File: config.mk
export PLATFORM = sky130hd
export DESIGN_NAME = sector_allocation_map_unit
export DESIGN_NICKNAME = d
export VERILOG_FILES = /design/src/hw/rtl/sam_pkg.sv /design/src/hw/rtl/sam_csr.sv /design/src/hw/rtl/sam_ctrl.sv /design/src/hw/rtl/sam_dpath.sv /design/src/hw/rtl/sector_allocation_map_unit.sv
export SDC_FILE = /design/constraint.sdc
export NUM_CORES = 1
export LEC_CHECK = 0
export BUFFER_PORTS_ARGS = -buffer_cell sky130_fd_sc_hd__buf_2
export CORE_MARGIN = 2
export CORE_UTILIZATION = 50
export CTS_BUF_LIST = sky130_fd_sc_hd__clkbuf_4
export CTS_CLUSTER_DIAMETER = 40
export DETAILED_ROUTE_END_ITERATION = 16
export GPL_TIMING_DRIVEN = 1
export PLACE_DENSITY_LB_ADDON = 0.2
export SYNTH_ARGS = -nofsm -noshare
export SYNTH_HDL_FRONTEND = slang
export SYNTH_SLANG_ARGS = --single-unit
File: constraint.sdc
create_clock -name clock -period 6.75 [get_ports clock]
set_input_delay 0.675 -clock clock [delete_from_list [all_inputs] [get_ports clock]]
set_output_delay 0.675 -clock clock [all_outputs]
set_load 0.01 [all_outputs]
File: src/hw/rtl/sam_pkg.sv
// Shared constants, payload types and controller/datapath link types for the sector map.
package sam_pkg;

   localparam int DEF_SECTORS      = 10;
   localparam int MAX_SECTORS_DEF  = 64;
   localparam int SECTOR_BYTES_DEF = 512;
   localparam int ID_BITS_DEF      = 16;

   localparam int KIND_W     = 3;
   localparam int BYTES_W    = 16;
   localparam int FIELD_ID_W = 16;
   localparam int IDX_W      = 6;
   localparam int CNT_W      = 7;
   localparam int CSR_AW     = 3;
   localparam int CSR_DW     = 32;

   localparam logic [KIND_W-1:0] KIND_RESERVE = 3'd0;
   localparam logic [KIND_W-1:0] KIND_CANCEL  = 3'd1;
   localparam logic [KIND_W-1:0] KIND_DEFRAG  = 3'd2;
   localparam logic [KIND_W-1:0] KIND_CLEAR   = 3'd3;
   localparam logic [KIND_W-1:0] KIND_READ    = 3'd4;

   typedef struct packed {
      logic [KIND_W-1:0]     kind;
      logic [BYTES_W-1:0]    byte_count;
      logic [FIELD_ID_W-1:0] file_id;
      logic [IDX_W-1:0]      sector_index;
   } req_type;

   typedef struct packed {
      logic [FIELD_ID_W-1:0] new_id;
      logic [CNT_W-1:0]      free_sectors;
      logic [FIELD_ID_W-1:0] sector_owner;
   } rsp_type;

   typedef struct packed {
      logic load;
      logic wipe;
      logic res_commit;
      logic scan_init;
      logic scan_step;
      logic rd_issue;
      logic sort_init;
      logic sort_take;
      logic sort_shift;
      logic sort_put;
      logic resp;
   } cmd_type;

   typedef struct packed {
      logic [KIND_W-1:0] kind;
      logic              res_ok;
      logic              scan_done;
      logic              sort_done;
      logic              shift;
      logic              j_one;
   } sts_type;

   // usable map depth: bounded by the 7-bit sector count
   function automatic int map_depth(input int max_sectors);
      int lim;
      lim = (1 << CNT_W) - 1;
      return (max_sectors < lim) ? max_sectors : lim;
   endfunction

   function automatic logic [CNT_W-1:0] fit_size(input logic [CNT_W-1:0] v, input int depth);
      logic [CNT_W-1:0] r;
      r = (v == '0) ? CNT_W'(DEF_SECTORS) : v;
      if (int'(r) > depth) r = CNT_W'(depth);
      return r;
   endfunction

endpackage

File: src/hw/rtl/sam_csr.sv
// Configuration register: disk sector count, with map wipe on write.
module sam_csr #(
   parameter int MAX_SECTORS = sam_pkg::MAX_SECTORS_DEF
) (
   input  logic                        clock,
   input  logic                        reset,
   input  logic                        psel,
   input  logic                        penable,
   input  logic                        pwrite,
   input  logic [sam_pkg::CSR_AW-1:0]  paddr,
   input  logic [sam_pkg::CSR_DW-1:0]  pwdata,
   output logic [sam_pkg::CSR_DW-1:0]  prdata,
   output logic                        pready,
   output logic                        cfg_wr,
   output logic [sam_pkg::CNT_W-1:0]   cfg_size,
   output logic [sam_pkg::CNT_W-1:0]   sectors
);
   import sam_pkg::*;

   localparam int DEPTH = map_depth(MAX_SECTORS);
   localparam logic [CNT_W-1:0] RST_SIZE = fit_size(CNT_W'(DEF_SECTORS), DEPTH);

   logic [CNT_W-1:0] sectors_ff;

   // register 0 answers at offsets 0 to 3; paddr[2] set means beyond the list
   assign cfg_wr   = psel & penable & pwrite & ~paddr[2];
   assign cfg_size = fit_size(pwdata[CNT_W-1:0], DEPTH);
   assign pready   = 1'b1;
   assign sectors  = sectors_ff;
   assign prdata   = paddr[2] ? '0 : CSR_DW'(sectors_ff);

   always_ff @(posedge clock) begin
      if (reset) begin
         sectors_ff <= RST_SIZE;
      end else if (cfg_wr) begin
         sectors_ff <= cfg_size;
      end
   end

endmodule

File: src/hw/rtl/sam_ctrl.sv
// Sequencer for the sector map: decodes a request and steps the datapath.
module sam_ctrl (
   input  logic             clock,
   input  logic             reset,
   input  logic             start,
   output logic             busy,
   output sam_pkg::cmd_type cmd,
   input  sam_pkg::sts_type sts
);
   import sam_pkg::*;

   localparam logic [2:0] S_IDLE      = 3'd0;
   localparam logic [2:0] S_DECODE    = 3'd1;
   localparam logic [2:0] S_SCAN      = 3'd2;
   localparam logic [2:0] S_SORT_NEXT = 3'd3;
   localparam logic [2:0] S_SORT_TAKE = 3'd4;
   localparam logic [2:0] S_SORT_CMP  = 3'd5;
   localparam logic [2:0] S_SORT_PUT  = 3'd6;
   localparam logic [2:0] S_RESP      = 3'd7;

   logic [2:0] state_ff;
   logic [2:0] state_in;

   assign busy = (state_ff != S_IDLE);

   always_comb begin
      cmd      = '0;
      state_in = state_ff;
      case (state_ff)
         S_IDLE: begin
            if (start) begin
               cmd.load = 1'b1;
               state_in = S_DECODE;
            end
         end
         S_DECODE: begin
            case (sts.kind)
               KIND_RESERVE: begin
                  if (sts.res_ok) begin
                     cmd.res_commit = 1'b1;
                     cmd.scan_init  = 1'b1;
                     state_in       = S_SCAN;
                  end else begin
                     state_in = S_RESP;
                  end
               end
               KIND_CANCEL: begin
                  cmd.scan_init = 1'b1;
                  state_in      = S_SCAN;
               end
               KIND_DEFRAG: begin
                  cmd.sort_init = 1'b1;
                  state_in      = S_SORT_NEXT;
               end
               KIND_CLEAR: begin
                  cmd.wipe = 1'b1;
                  state_in = S_RESP;
               end
               KIND_READ: begin
                  cmd.rd_issue = 1'b1;
                  state_in     = S_RESP;
               end
               default: begin
                  state_in = S_RESP;
               end
            endcase
         end
         S_SCAN: begin
            cmd.scan_step = 1'b1;
            if (sts.scan_done) state_in = S_RESP;
         end
         S_SORT_NEXT: begin
            if (sts.sort_done) begin
               state_in = S_RESP;
            end else begin
               state_in = S_SORT_TAKE;
            end
         end
         S_SORT_TAKE: begin
            cmd.sort_take = 1'b1;
            state_in      = S_SORT_CMP;
         end
         S_SORT_CMP: begin
            if (sts.shift) begin
               cmd.sort_shift = 1'b1;
               if (sts.j_one) state_in = S_SORT_PUT;
            end else begin
               cmd.sort_put = 1'b1;
               state_in     = S_SORT_NEXT;
            end
         end
         S_SORT_PUT: begin
            cmd.sort_put = 1'b1;
            state_in     = S_SORT_NEXT;
         end
         S_RESP: begin
            cmd.resp = 1'b1;
            state_in = S_IDLE;
         end
         default: begin
            state_in = S_IDLE;
         end
      endcase
   end

   always_ff @(posedge clock) begin
      if (reset) begin
         state_ff <= S_IDLE;
      end else begin
         state_ff <= state_in;
      end
   end

endmodule

File: src/hw/rtl/sam_dpath.sv
// Sector map datapath: owner memory with valid bits, scan and sort registers, result beat.
module sam_dpath #(
   parameter int MAX_SECTORS  = sam_pkg::MAX_SECTORS_DEF,
   parameter int SECTOR_BYTES = sam_pkg::SECTOR_BYTES_DEF,
   parameter int ID_BITS      = sam_pkg::ID_BITS_DEF
) (
   input  logic                      clock,
   input  logic                      reset,
   input  sam_pkg::req_type          req_data,
   input  sam_pkg::cmd_type          cmd,
   output sam_pkg::sts_type          sts,
   input  logic                      cfg_wr,
   input  logic [sam_pkg::CNT_W-1:0] cfg_size,
   input  logic [sam_pkg::CNT_W-1:0] sectors,
   output logic                      rsp_strobe,
   output sam_pkg::rsp_type          rsp_data
);
   import sam_pkg::*;

   localparam int DEPTH = map_depth(MAX_SECTORS);
   localparam int AW    = (DEPTH > 1) ? $clog2(DEPTH) : 1;
   localparam int SBW   = $clog2(SECTOR_BYTES + 1);
   localparam int PW    = CNT_W + SBW;
   localparam int CW    = (PW > BYTES_W) ? PW : BYTES_W;
   localparam int ACC_W = $clog2((1 << BYTES_W) + SECTOR_BYTES);
   localparam int IDC_W = (ID_BITS > FIELD_ID_W) ? ID_BITS : FIELD_ID_W;
   localparam logic [CNT_W-1:0]   RST_SIZE = fit_size(CNT_W'(DEF_SECTORS), DEPTH);
   localparam logic [ID_BITS-1:0] ID_MAX   = '1;

   logic [ID_BITS-1:0]    mem [DEPTH];
   logic [DEPTH-1:0]      valid_ff;
   logic [ID_BITS-1:0]    rd_data_ff;
   logic                  rd_valid_ff;

   req_type               req_ff;
   logic [CNT_W-1:0]      free_ff;
   logic [ID_BITS-1:0]    last_id_ff;
   logic [FIELD_ID_W-1:0] nid_ff;
   logic [CNT_W-1:0]      idx_ff;
   logic [CNT_W-1:0]      j_ff;
   logic [ID_BITS-1:0]    v_ff;
   logic                  pv_ff;
   logic [AW-1:0]         pa_ff;
   logic [ACC_W-1:0]      acc_ff;
   logic                  rsp_strobe_ff;
   rsp_type               rsp_ff;

   logic [ID_BITS-1:0]    entry;
   logic [IDC_W-1:0]      entry_ext;
   logic [IDC_W-1:0]      fid_ext;
   logic [ID_BITS-1:0]    id_next;
   logic [IDC_W-1:0]      id_next_ext;
   logic [CNT_W-1:0]      rd_idx;
   logic [CNT_W-1:0]      idx_m1;
   logic [CNT_W-1:0]      j_m2;
   logic                  rd_hit;
   logic                  issue;
   logic [CW-1:0]         room;
   logic                  res_put;
   logic                  can_put;
   logic [AW-1:0]         rd_addr;
   logic                  wr_en;
   logic [AW-1:0]         wr_addr;
   logic [ID_BITS-1:0]    wr_data;

   // a sector never written since the last wipe reads as free
   assign entry       = rd_valid_ff ? rd_data_ff : '0;
   assign entry_ext   = IDC_W'(entry);
   assign fid_ext     = IDC_W'(req_ff.file_id);
   assign id_next     = last_id_ff + ID_BITS'(1);
   assign id_next_ext = IDC_W'(id_next);
   assign rd_idx      = CNT_W'(req_ff.sector_index);
   assign rd_hit      = (rd_idx < sectors);
   assign idx_m1      = idx_ff - CNT_W'(1);
   assign j_m2        = j_ff - CNT_W'(2);
   assign issue       = (idx_ff < sectors);

   // enough room iff free * sector size covers the byte count
   assign room = CW'(free_ff) * CW'(SECTOR_BYTES);

   assign res_put = pv_ff && (req_ff.kind == KIND_RESERVE) && (entry == '0)
                    && (acc_ff < ACC_W'(req_ff.byte_count));
   assign can_put = pv_ff && (req_ff.kind == KIND_CANCEL) && (req_ff.file_id != '0)
                    && (entry_ext == fid_ext);

   assign sts.kind      = req_ff.kind;
   assign sts.res_ok    = (room >= CW'(req_ff.byte_count)) && (last_id_ff != ID_MAX);
   assign sts.scan_done = !issue && !pv_ff;
   assign sts.sort_done = !issue;
   assign sts.shift     = (entry < v_ff);
   assign sts.j_one     = (j_ff == CNT_W'(1));

   always_comb begin
      rd_addr = idx_ff[AW-1:0];
      if (cmd.rd_issue) rd_addr = rd_idx[AW-1:0];
      else if (cmd.sort_take) rd_addr = idx_m1[AW-1:0];
      else if (cmd.sort_shift) rd_addr = j_m2[AW-1:0];
   end

   always_comb begin
      wr_en   = 1'b0;
      wr_addr = pa_ff;
      wr_data = '0;
      if (res_put) begin
         wr_en   = 1'b1;
         wr_data = last_id_ff;
      end else if (can_put) begin
         wr_en   = 1'b1;
      end else if (cmd.sort_shift) begin
         wr_en   = 1'b1;
         wr_addr = j_ff[AW-1:0];
         wr_data = entry;
      end else if (cmd.sort_put) begin
         wr_en   = 1'b1;
         wr_addr = j_ff[AW-1:0];
         wr_data = v_ff;
      end
   end

   always_ff @(posedge clock) begin
      if (wr_en) mem[wr_addr] <= wr_data;
      rd_data_ff <= mem[rd_addr];
   end

   always_ff @(posedge clock) begin
      if (reset || cfg_wr || cmd.wipe) begin
         valid_ff <= '0;
      end else if (wr_en) begin
         valid_ff[wr_addr] <= 1'b1;
      end
   end

   always_ff @(posedge clock) begin
      if (reset) begin
         rd_valid_ff   <= 1'b0;
         free_ff       <= RST_SIZE;
         last_id_ff    <= '0;
         pv_ff         <= 1'b0;
         rsp_strobe_ff <= 1'b0;
      end else begin
         rd_valid_ff   <= valid_ff[rd_addr];
         rsp_strobe_ff <= cmd.resp;
         if (cfg_wr) begin
            free_ff    <= cfg_size;
            last_id_ff <= '0;
         end else if (cmd.wipe) begin
            free_ff    <= sectors;
            last_id_ff <= '0;
         end else begin
            if (cmd.res_commit) last_id_ff <= id_next;
            if (res_put) free_ff <= free_ff - CNT_W'(1);
            else if (can_put) free_ff <= free_ff + CNT_W'(1);
         end
         if (cmd.scan_init) pv_ff <= 1'b0;
         else if (cmd.scan_step) pv_ff <= issue;
      end
   end

   always_ff @(posedge clock) begin
      if (cmd.load) req_ff <= req_data;
      if (cmd.load) nid_ff <= '0;
      else if (cmd.res_commit) nid_ff <= id_next_ext[FIELD_ID_W-1:0];
      if (cmd.scan_init) begin
         idx_ff <= '0;
         acc_ff <= '0;
      end else if (cmd.scan_step) begin
         pa_ff <= idx_ff[AW-1:0];
         if (issue) idx_ff <= idx_ff + CNT_W'(1);
         if (res_put) acc_ff <= acc_ff + ACC_W'(SECTOR_BYTES);
      end else if (cmd.sort_init) begin
         idx_ff <= CNT_W'(1);
      end else if (cmd.sort_take) begin
         v_ff <= entry;
         j_ff <= idx_ff;
      end else if (cmd.sort_shift) begin
         j_ff <= j_ff - CNT_W'(1);
      end else if (cmd.sort_put) begin
         idx_ff <= idx_ff + CNT_W'(1);
      end
      if (cmd.resp) begin
         rsp_ff.new_id       <= nid_ff;
         rsp_ff.free_sectors <= free_ff;
         rsp_ff.sector_owner <= ((req_ff.kind == KIND_READ) && rd_hit)
                                ? entry_ext[FIELD_ID_W-1:0] : '0;
      end
   end

   assign rsp_strobe = rsp_strobe_ff;
   assign rsp_data   = rsp_ff;

endmodule

File: src/hw/rtl/sector_allocation_map_unit.sv
// Sector allocation map: top level joining register port, sequencer and datapath.
// A request is taken when start is high and busy is low; exactly one result beat follows,
// shown on rsp_data for the single cycle that rsp_strobe is high, and it cannot be held off.
// Read, clear and unrecognised kinds go from decode straight to the result beat; reserve
// and cancel first scan every sector in use, as the owner memory has one read port and the
// scan visits one sector a cycle; a failed reserve skips the scan. Defragment is an insertion
// sort through that same port: each entry is taken, the smaller entries before it are shifted
// up one place, and it is put into the gap. busy falls on the cycle the result beat is shown.
// Reset and writes of sectors_in_use wipe the map at once through per-sector valid bits:
// there is no clearing pass.
module sector_allocation_map_unit #(
   parameter int MAX_SECTORS  = sam_pkg::MAX_SECTORS_DEF,
   parameter int SECTOR_BYTES = sam_pkg::SECTOR_BYTES_DEF,
   parameter int ID_BITS      = sam_pkg::ID_BITS_DEF
) (
   input  logic                       clock,
   input  logic                       reset,
   input  logic                       start,
   output logic                       busy,
   input  sam_pkg::req_type           req_data,
   output logic                       rsp_strobe,
   output sam_pkg::rsp_type           rsp_data,
   input  logic                       psel,
   input  logic                       penable,
   input  logic                       pwrite,
   input  logic [sam_pkg::CSR_AW-1:0] paddr,
   input  logic [sam_pkg::CSR_DW-1:0] pwdata,
   output logic [sam_pkg::CSR_DW-1:0] prdata,
   output logic                       pready
);
   import sam_pkg::*;

   cmd_type          cmd;
   sts_type          sts;
   logic             cfg_wr;
   logic [CNT_W-1:0] cfg_size;
   logic [CNT_W-1:0] sectors;

   sam_csr #(
      .MAX_SECTORS (MAX_SECTORS)
   ) u_csr (
      .clock    (clock),
      .reset    (reset),
      .psel     (psel),
      .penable  (penable),
      .pwrite   (pwrite),
      .paddr    (paddr),
      .pwdata   (pwdata),
      .prdata   (prdata),
      .pready   (pready),
      .cfg_wr   (cfg_wr),
      .cfg_size (cfg_size),
      .sectors  (sectors)
   );

   sam_ctrl u_ctrl (
      .clock (clock),
      .reset (reset),
      .start (start),
      .busy  (busy),
      .cmd   (cmd),
      .sts   (sts)
   );

   sam_dpath #(
      .MAX_SECTORS  (MAX_SECTORS),
      .SECTOR_BYTES (SECTOR_BYTES),
      .ID_BITS      (ID_BITS)
   ) u_dpath (
      .clock      (clock),
      .reset      (reset),
      .req_data   (req_data),
      .cmd        (cmd),
      .sts        (sts),
      .cfg_wr     (cfg_wr),
      .cfg_size   (cfg_size),
      .sectors    (sectors),
      .rsp_strobe (rsp_strobe),
      .rsp_data   (rsp_data)
   );

endmodule
==> impl_results.rst <==
.. list-table::
   :header-rows: 1

   * - Metric
     - Value
   * - Post-synthesis register bit count
     - about 1300
   * - Sum of negative setup slack
     - 0 ns
   * - Latest clock arrival within the worst-skew pair
     - 1.22 ns
   * - DPL Wire Length
     - 84.60 mm
   * - Count of final max-slew check failures
     - 0
   * - Clock tree from TritonCTS
     - done
   * - Maximum number of buffers from clock root to sink
     - 4
   * - Vias per Instance
     - ~5.8
   * - Floorplan die width
     - 328.8 microns
   * - Area grow syn2layout
     - 15.04%
   * - Relative slew margins
     - around 6.4%
   * - Async set-reset flop share out of synthesis
     - 0%
   * - Antenna Violating Nets Remaining
     - 0
   * - Min Tclk post-route
     - 6.018 ns
   * - Number of gates resized after CTS
     - 0
   * - Place WS
     - a little over 0.8 ns
   * - Switching part of the total power
     - between 30% and 40%
   * - Initial Util
     - 50.24%
   * - Global Route Usage Sum
     - a little over a quarter
   * - Initial DRC Count
     - between 3000 and 4000
   * - Most used flip-flop cell after synthesis
     - sky130_fd_sc_hd__edfxtp_1
   * - Unrepaired setup endpoints after global routing
     - no
   * - Max-cap check violation count
     - 0
   * - Core Box Area
     - around 100000 sq um
   * - Clock network fraction of total power
     - between 20% and 30%
   * - Die Span Y
     - about 330 microns
   * - Cell area after synthesis
     - 52740 sq um
   * - Fraction of layout cells with a size suffix above 1
     - roughly a fifth
   * - H-tree depth
     - 5
   * - Data arrival time of the critical path
     - roughly 7 ns
   * - Number of design rule violations left after detail routing
     - 0
   * - Crit start category
     - flip-flop
   * - First-pass GRT wire length
     - about 220 mm
   * - Post-CTS setup repair buffer count
     - 0
   * - # rows
     - 119
   * - Clk sink count
     - 1280
   * - Leakage power summed over all cells
     - around 22 nW
   * - Number of buffers inserted during clock tree synthesis
     - roughly 340
   * - Count of cell types in the netlist
     - between 80 and 90
   * - Fillcell total
     - between 8000 and 9000
   * - Root buffer selected by CTS
     - sky130_fd_sc_hd__clkbuf_4
   * - Number of enable-type register cells in the synthesized netlist
     - 1133
   * - Sequential element share of the synthesized area
     - about 70%
   * - Reg2Reg Setup Slack
     - 0.73 ns
   * - Number of antenna violations at the first check in global routing
     - 5
   * - Critical R2R Launch
     - u_dpath.rd_valid_ff$_SDFF_PP0_
   * - Critical Path End Type
     - flip-flop
   * - Routed wire length
     - 145.3 mm
   * - Number of global-route vias before repair
     - ~35000
   * - Cell count after placement
     - about 5600
   * - Commonest cells after routing, fill and taps aside
     - sky130_fd_sc_hd__edfxtp_1 (1133), sky130_fd_sc_hd__nand2_1 (1069), sky130_fd_sc_hd__clkbuf_4 (518)
   * - Highest net fanout along the worst path
     - 87
   * - Synthesized area divided by synthesized cell count
     - 12.44 sq um
   * - Hold buffer count at CTS
     - 57
   * - Final instance count without filler cells
     - between 6000 and 7000
   * - Final setup viols
     - 0
   * - Worst Max-Slew Pin Slew
     - between 1 and 1.5 ns
   * - Drt pass-1 iters
     - 6
   * - Reg2reg end
     - u_dpath.rd_data_ff[9]$_DFF_P_
   * - Commonest non-fill, non-tap cell in the layout
     - sky130_fd_sc_hd__edfxtp_1
   * - Clock edge transition at the registers on the reported setup and hold paths
     - around 0.060 ns
   * - Sequential Power Share
     - between 30% and 40%
   * - Count of yosys warnings during synthesis
     - 0
   * - Worst setup path endpoint
     - u_dpath.rd_data_ff[9]$_DFF_P_
   * - Critical path type
     - flip-flop to flip-flop
   * - Net Sw Power
     - 9.805 mW
   * - Num ports
     - roughly 160
   * - Worst EP required
     - about 7.7 ns
   * - Congestion Overflow GR
     - 0
   * - Upper clock frequency limit
     - around 0.17 GHz
   * - Class of the tightest hold or removal check
     - input port to flip-flop
   * - Final #Nets
     - ~4800
   * - Routability Congestion
     - approximately 0.89
   * - Logic pwr share
     - between 30% and 40%
   * - Fin crit share
     - between 80% and 90%
   * - Biggest cell delay along the critical path
     - 0.91 ns
   * - Clk_skew
     - 0.1510 ns
   * - Routed wire length per instance
     - 23.18 microns
   * - Launching element of the worst setup path
     - u_dpath.rd_valid_ff$_SDFF_PP0_
   * - Via count
     - approximately 36000
   * - R2R depth
     - 16
   * - Seq. cell area
     - between 30000 and 40000 sq um
   * - Total Die Area
     - between 100000 and 150000 sq um
   * - Smallest hold slack
     - 0.2489 ns
   * - Setup slack of the critical path after layout
     - around 0.73 ns
   * - Area occupied by multi-input gates
     - 14850 sq um
   * - Count of input and output buffers
     - approximately 100
   * - Final-report hold violation count
     - 0
   * - Worst vdd rail ir drop
     - roughly 0.40 mV
   * - Pin count of the biggest net entering global routing
     - 156
   * - Run status
     - complete, no violations
   * - Pint
     - approximately 16 mW
   * - Mapped Cells
     - around 4200
   * - Slowest stage cell, crit path
     - sky130_fd_sc_hd__dfxtp_1
   * - Pwr dens
     - around 420 nW/um^2
   * - Cells along the critical path
     - nand2_1 -> inv_1 -> ha_1 -> a21oi_1 -> o2111ai_1 -> a31oi_1 -> o211a_1 -> mux2_8 -> buf_12 -> buf_4 -> nand2_1 -> and3_1 -> a311oi_1 -> a31oi_1 -> nand3_1 -> or4_1
metrics by stage:
step / utilization [%] / instance area [sq um] / power (mW)
floorplan: - / 52830 / 15.12
global placement: 53.18 / 55820 / 18.53
detailed placement: 53.18 / 55820 / 18.68
CTS: 57.78 / 60650 / 25.41
global route: 57.79 / 60660 / 26.60
finish: 57.79 / 60660 / 25.33
layout make-up:
class                      instances  share of cell area, %
multi-input combinational       2608                  24.47
tap                             1391                  2.869
timing repair buffer             331                  4.179
inverter                          82                 0.5074
sequential                      1280                  60.93
antenna                            4                0.01650
clock buffer                     518                  6.410
clock inverter                    57                 0.6105
critical path, delay by kind of cell (launching register included):
kind                     cells  cell delay [ns]
AO/OA/AOI/OAI                6             1.75
adder cells (fa/ha/maj)      1             0.29
buffers and inverters        3             0.81
flip-flops                   1             0.91
multiplexers                 1             0.66
AND/OR/NAND/NOR              5             1.36
cells by family after synthesis:
kind of cell             count (synthesis)  share of synthesized area (%)
XOR/XNOR                                60                         0.9965
adder cells (fa/ha/maj)                 52                          1.248
AND/OR/NAND/NOR                       1873                          15.72
multiplexers                            84                          1.606
flip-flops                            1280                          70.10
buffers and inverters                  374                          3.101
other                                    2                        0.01424
AO/OA/AOI/OAI                          513                          7.217
how the worst min path moves through the flow:
| stage | startpoint | to | depth (start not counted) |
|---|---|---|---|
| 4_1_cts | pwrite | u_csr.sectors[5]$_SDFFE_PP0P_ | 4 |
| 6_report | pwrite | u_csr.sectors[5]$_SDFFE_PP0P_ | 4 |
| 2_1_floorplan | u_dpath.nid_ff[0]$_SDFFE_PP0P_ | u_dpath.rsp_data[23]$_DFFE_PP_ | 0 |
| 5_1_grt | req_data[28] | u_dpath.req_ff[28]$_DFFE_PP_ | 2 |
| 3_3_place_gp | u_dpath.nid_ff[5]$_SDFFE_PP0P_ | u_dpath.rsp_data[28]$_DFFE_PP_ | 0 |
| 3_5_place_dp | u_dpath.nid_ff[7]$_SDFFE_PP0P_ | u_dpath.rsp_data[30]$_DFFE_PP_ | 0 |
power groups by stage:
stage,Clock (mW),Combinational (mW),Sequential [mW]
after global placement,0,9.00,9.53
after detailed placement,0,9.15,9.53
after CTS,6.84,9.21,9.37
final,6.69,9.25,9.38
after floorplan,0,5.77,9.34
after global routing,7.27,9.94,9.39
layer usage:
layer,vias up,part of all wire (%),global-route usage (%)
met5,-,0,0
met4,0,3.1,10.94
met3,263,8.6,4.854
met2,1712,46,41.03
met1,17843,43,37.69
li1,16611,-,-
registers in the layout, indices dropped and copies added (netlist names), 3 cells and up:
signal              flops
u_csr.sectors           7
u_ctrl.state_ff         3
u_dpath.acc_ff          8
u_dpath.fid_ext        16
u_dpath.free_ff         7
u_dpath.idx_ff          7
u_dpath.j_ff            7
u_dpath.last_id_ff     16
u_dpath.mem          1024
u_dpath.nid_ff         16
u_dpath.pa_ff           6
u_dpath.rd_data_ff     16
u_dpath.rd_idx          6
u_dpath.req_ff         16
u_dpath.rsp_data       39
u_dpath.sts             3
u_dpath.v_ff           16
u_dpath.valid_ff       64
cells in the mapped netlist (all sizes together) (3+ instances only):
cell / number / area [sq um]
buf: 112 / 650.6
o2111ai: 5 / 43.79
or3: 6 / 37.54
nand2: 1071 / 4023
nand3b: 3 / 22.52
a221o: 3 / 30.03
a41o: 3 / 30.03
nand3: 313 / 1567
a2111oi: 3 / 45.05
nor4b: 3 / 26.28
and3: 127 / 795.8
nor2b: 15 / 93.84
ha: 51 / 638.1
mux2i: 82 / 824.5
o21ai: 73 / 365.3
nor3: 60 / 300.3
a32o: 63 / 630.6
a211oi: 55 / 417.9
a31oi: 57 / 356.6
nand4b: 5 / 43.79
a311oi: 64 / 560.5
nand2b: 13 / 81.33
dfxtp: 147 / 2943
a221oi: 3 / 32.53
edfxtp: 1133 / 34020
a21oi: 67 / 335.3
nor4: 33 / 206.5
xnor2: 44 / 385.4
xor2: 16 / 140.1
o21a: 8 / 60.06
a32oi: 40 / 350.3
a22oi: 6 / 45.04
clkbuf: 180 / 676.9
a21o: 20 / 150.1
o211ai: 4 / 35.03
a211o: 4 / 35.03
nor2: 147 / 566.8
a31o: 3 / 26.28
inv: 82 / 307.8
or4: 17 / 127.6
o22ai: 4 / 25.02
o31ai: 12 / 90.09
nand4: 53 / 337.8
No activity file was read; power rests on OpenSTA's default activity.
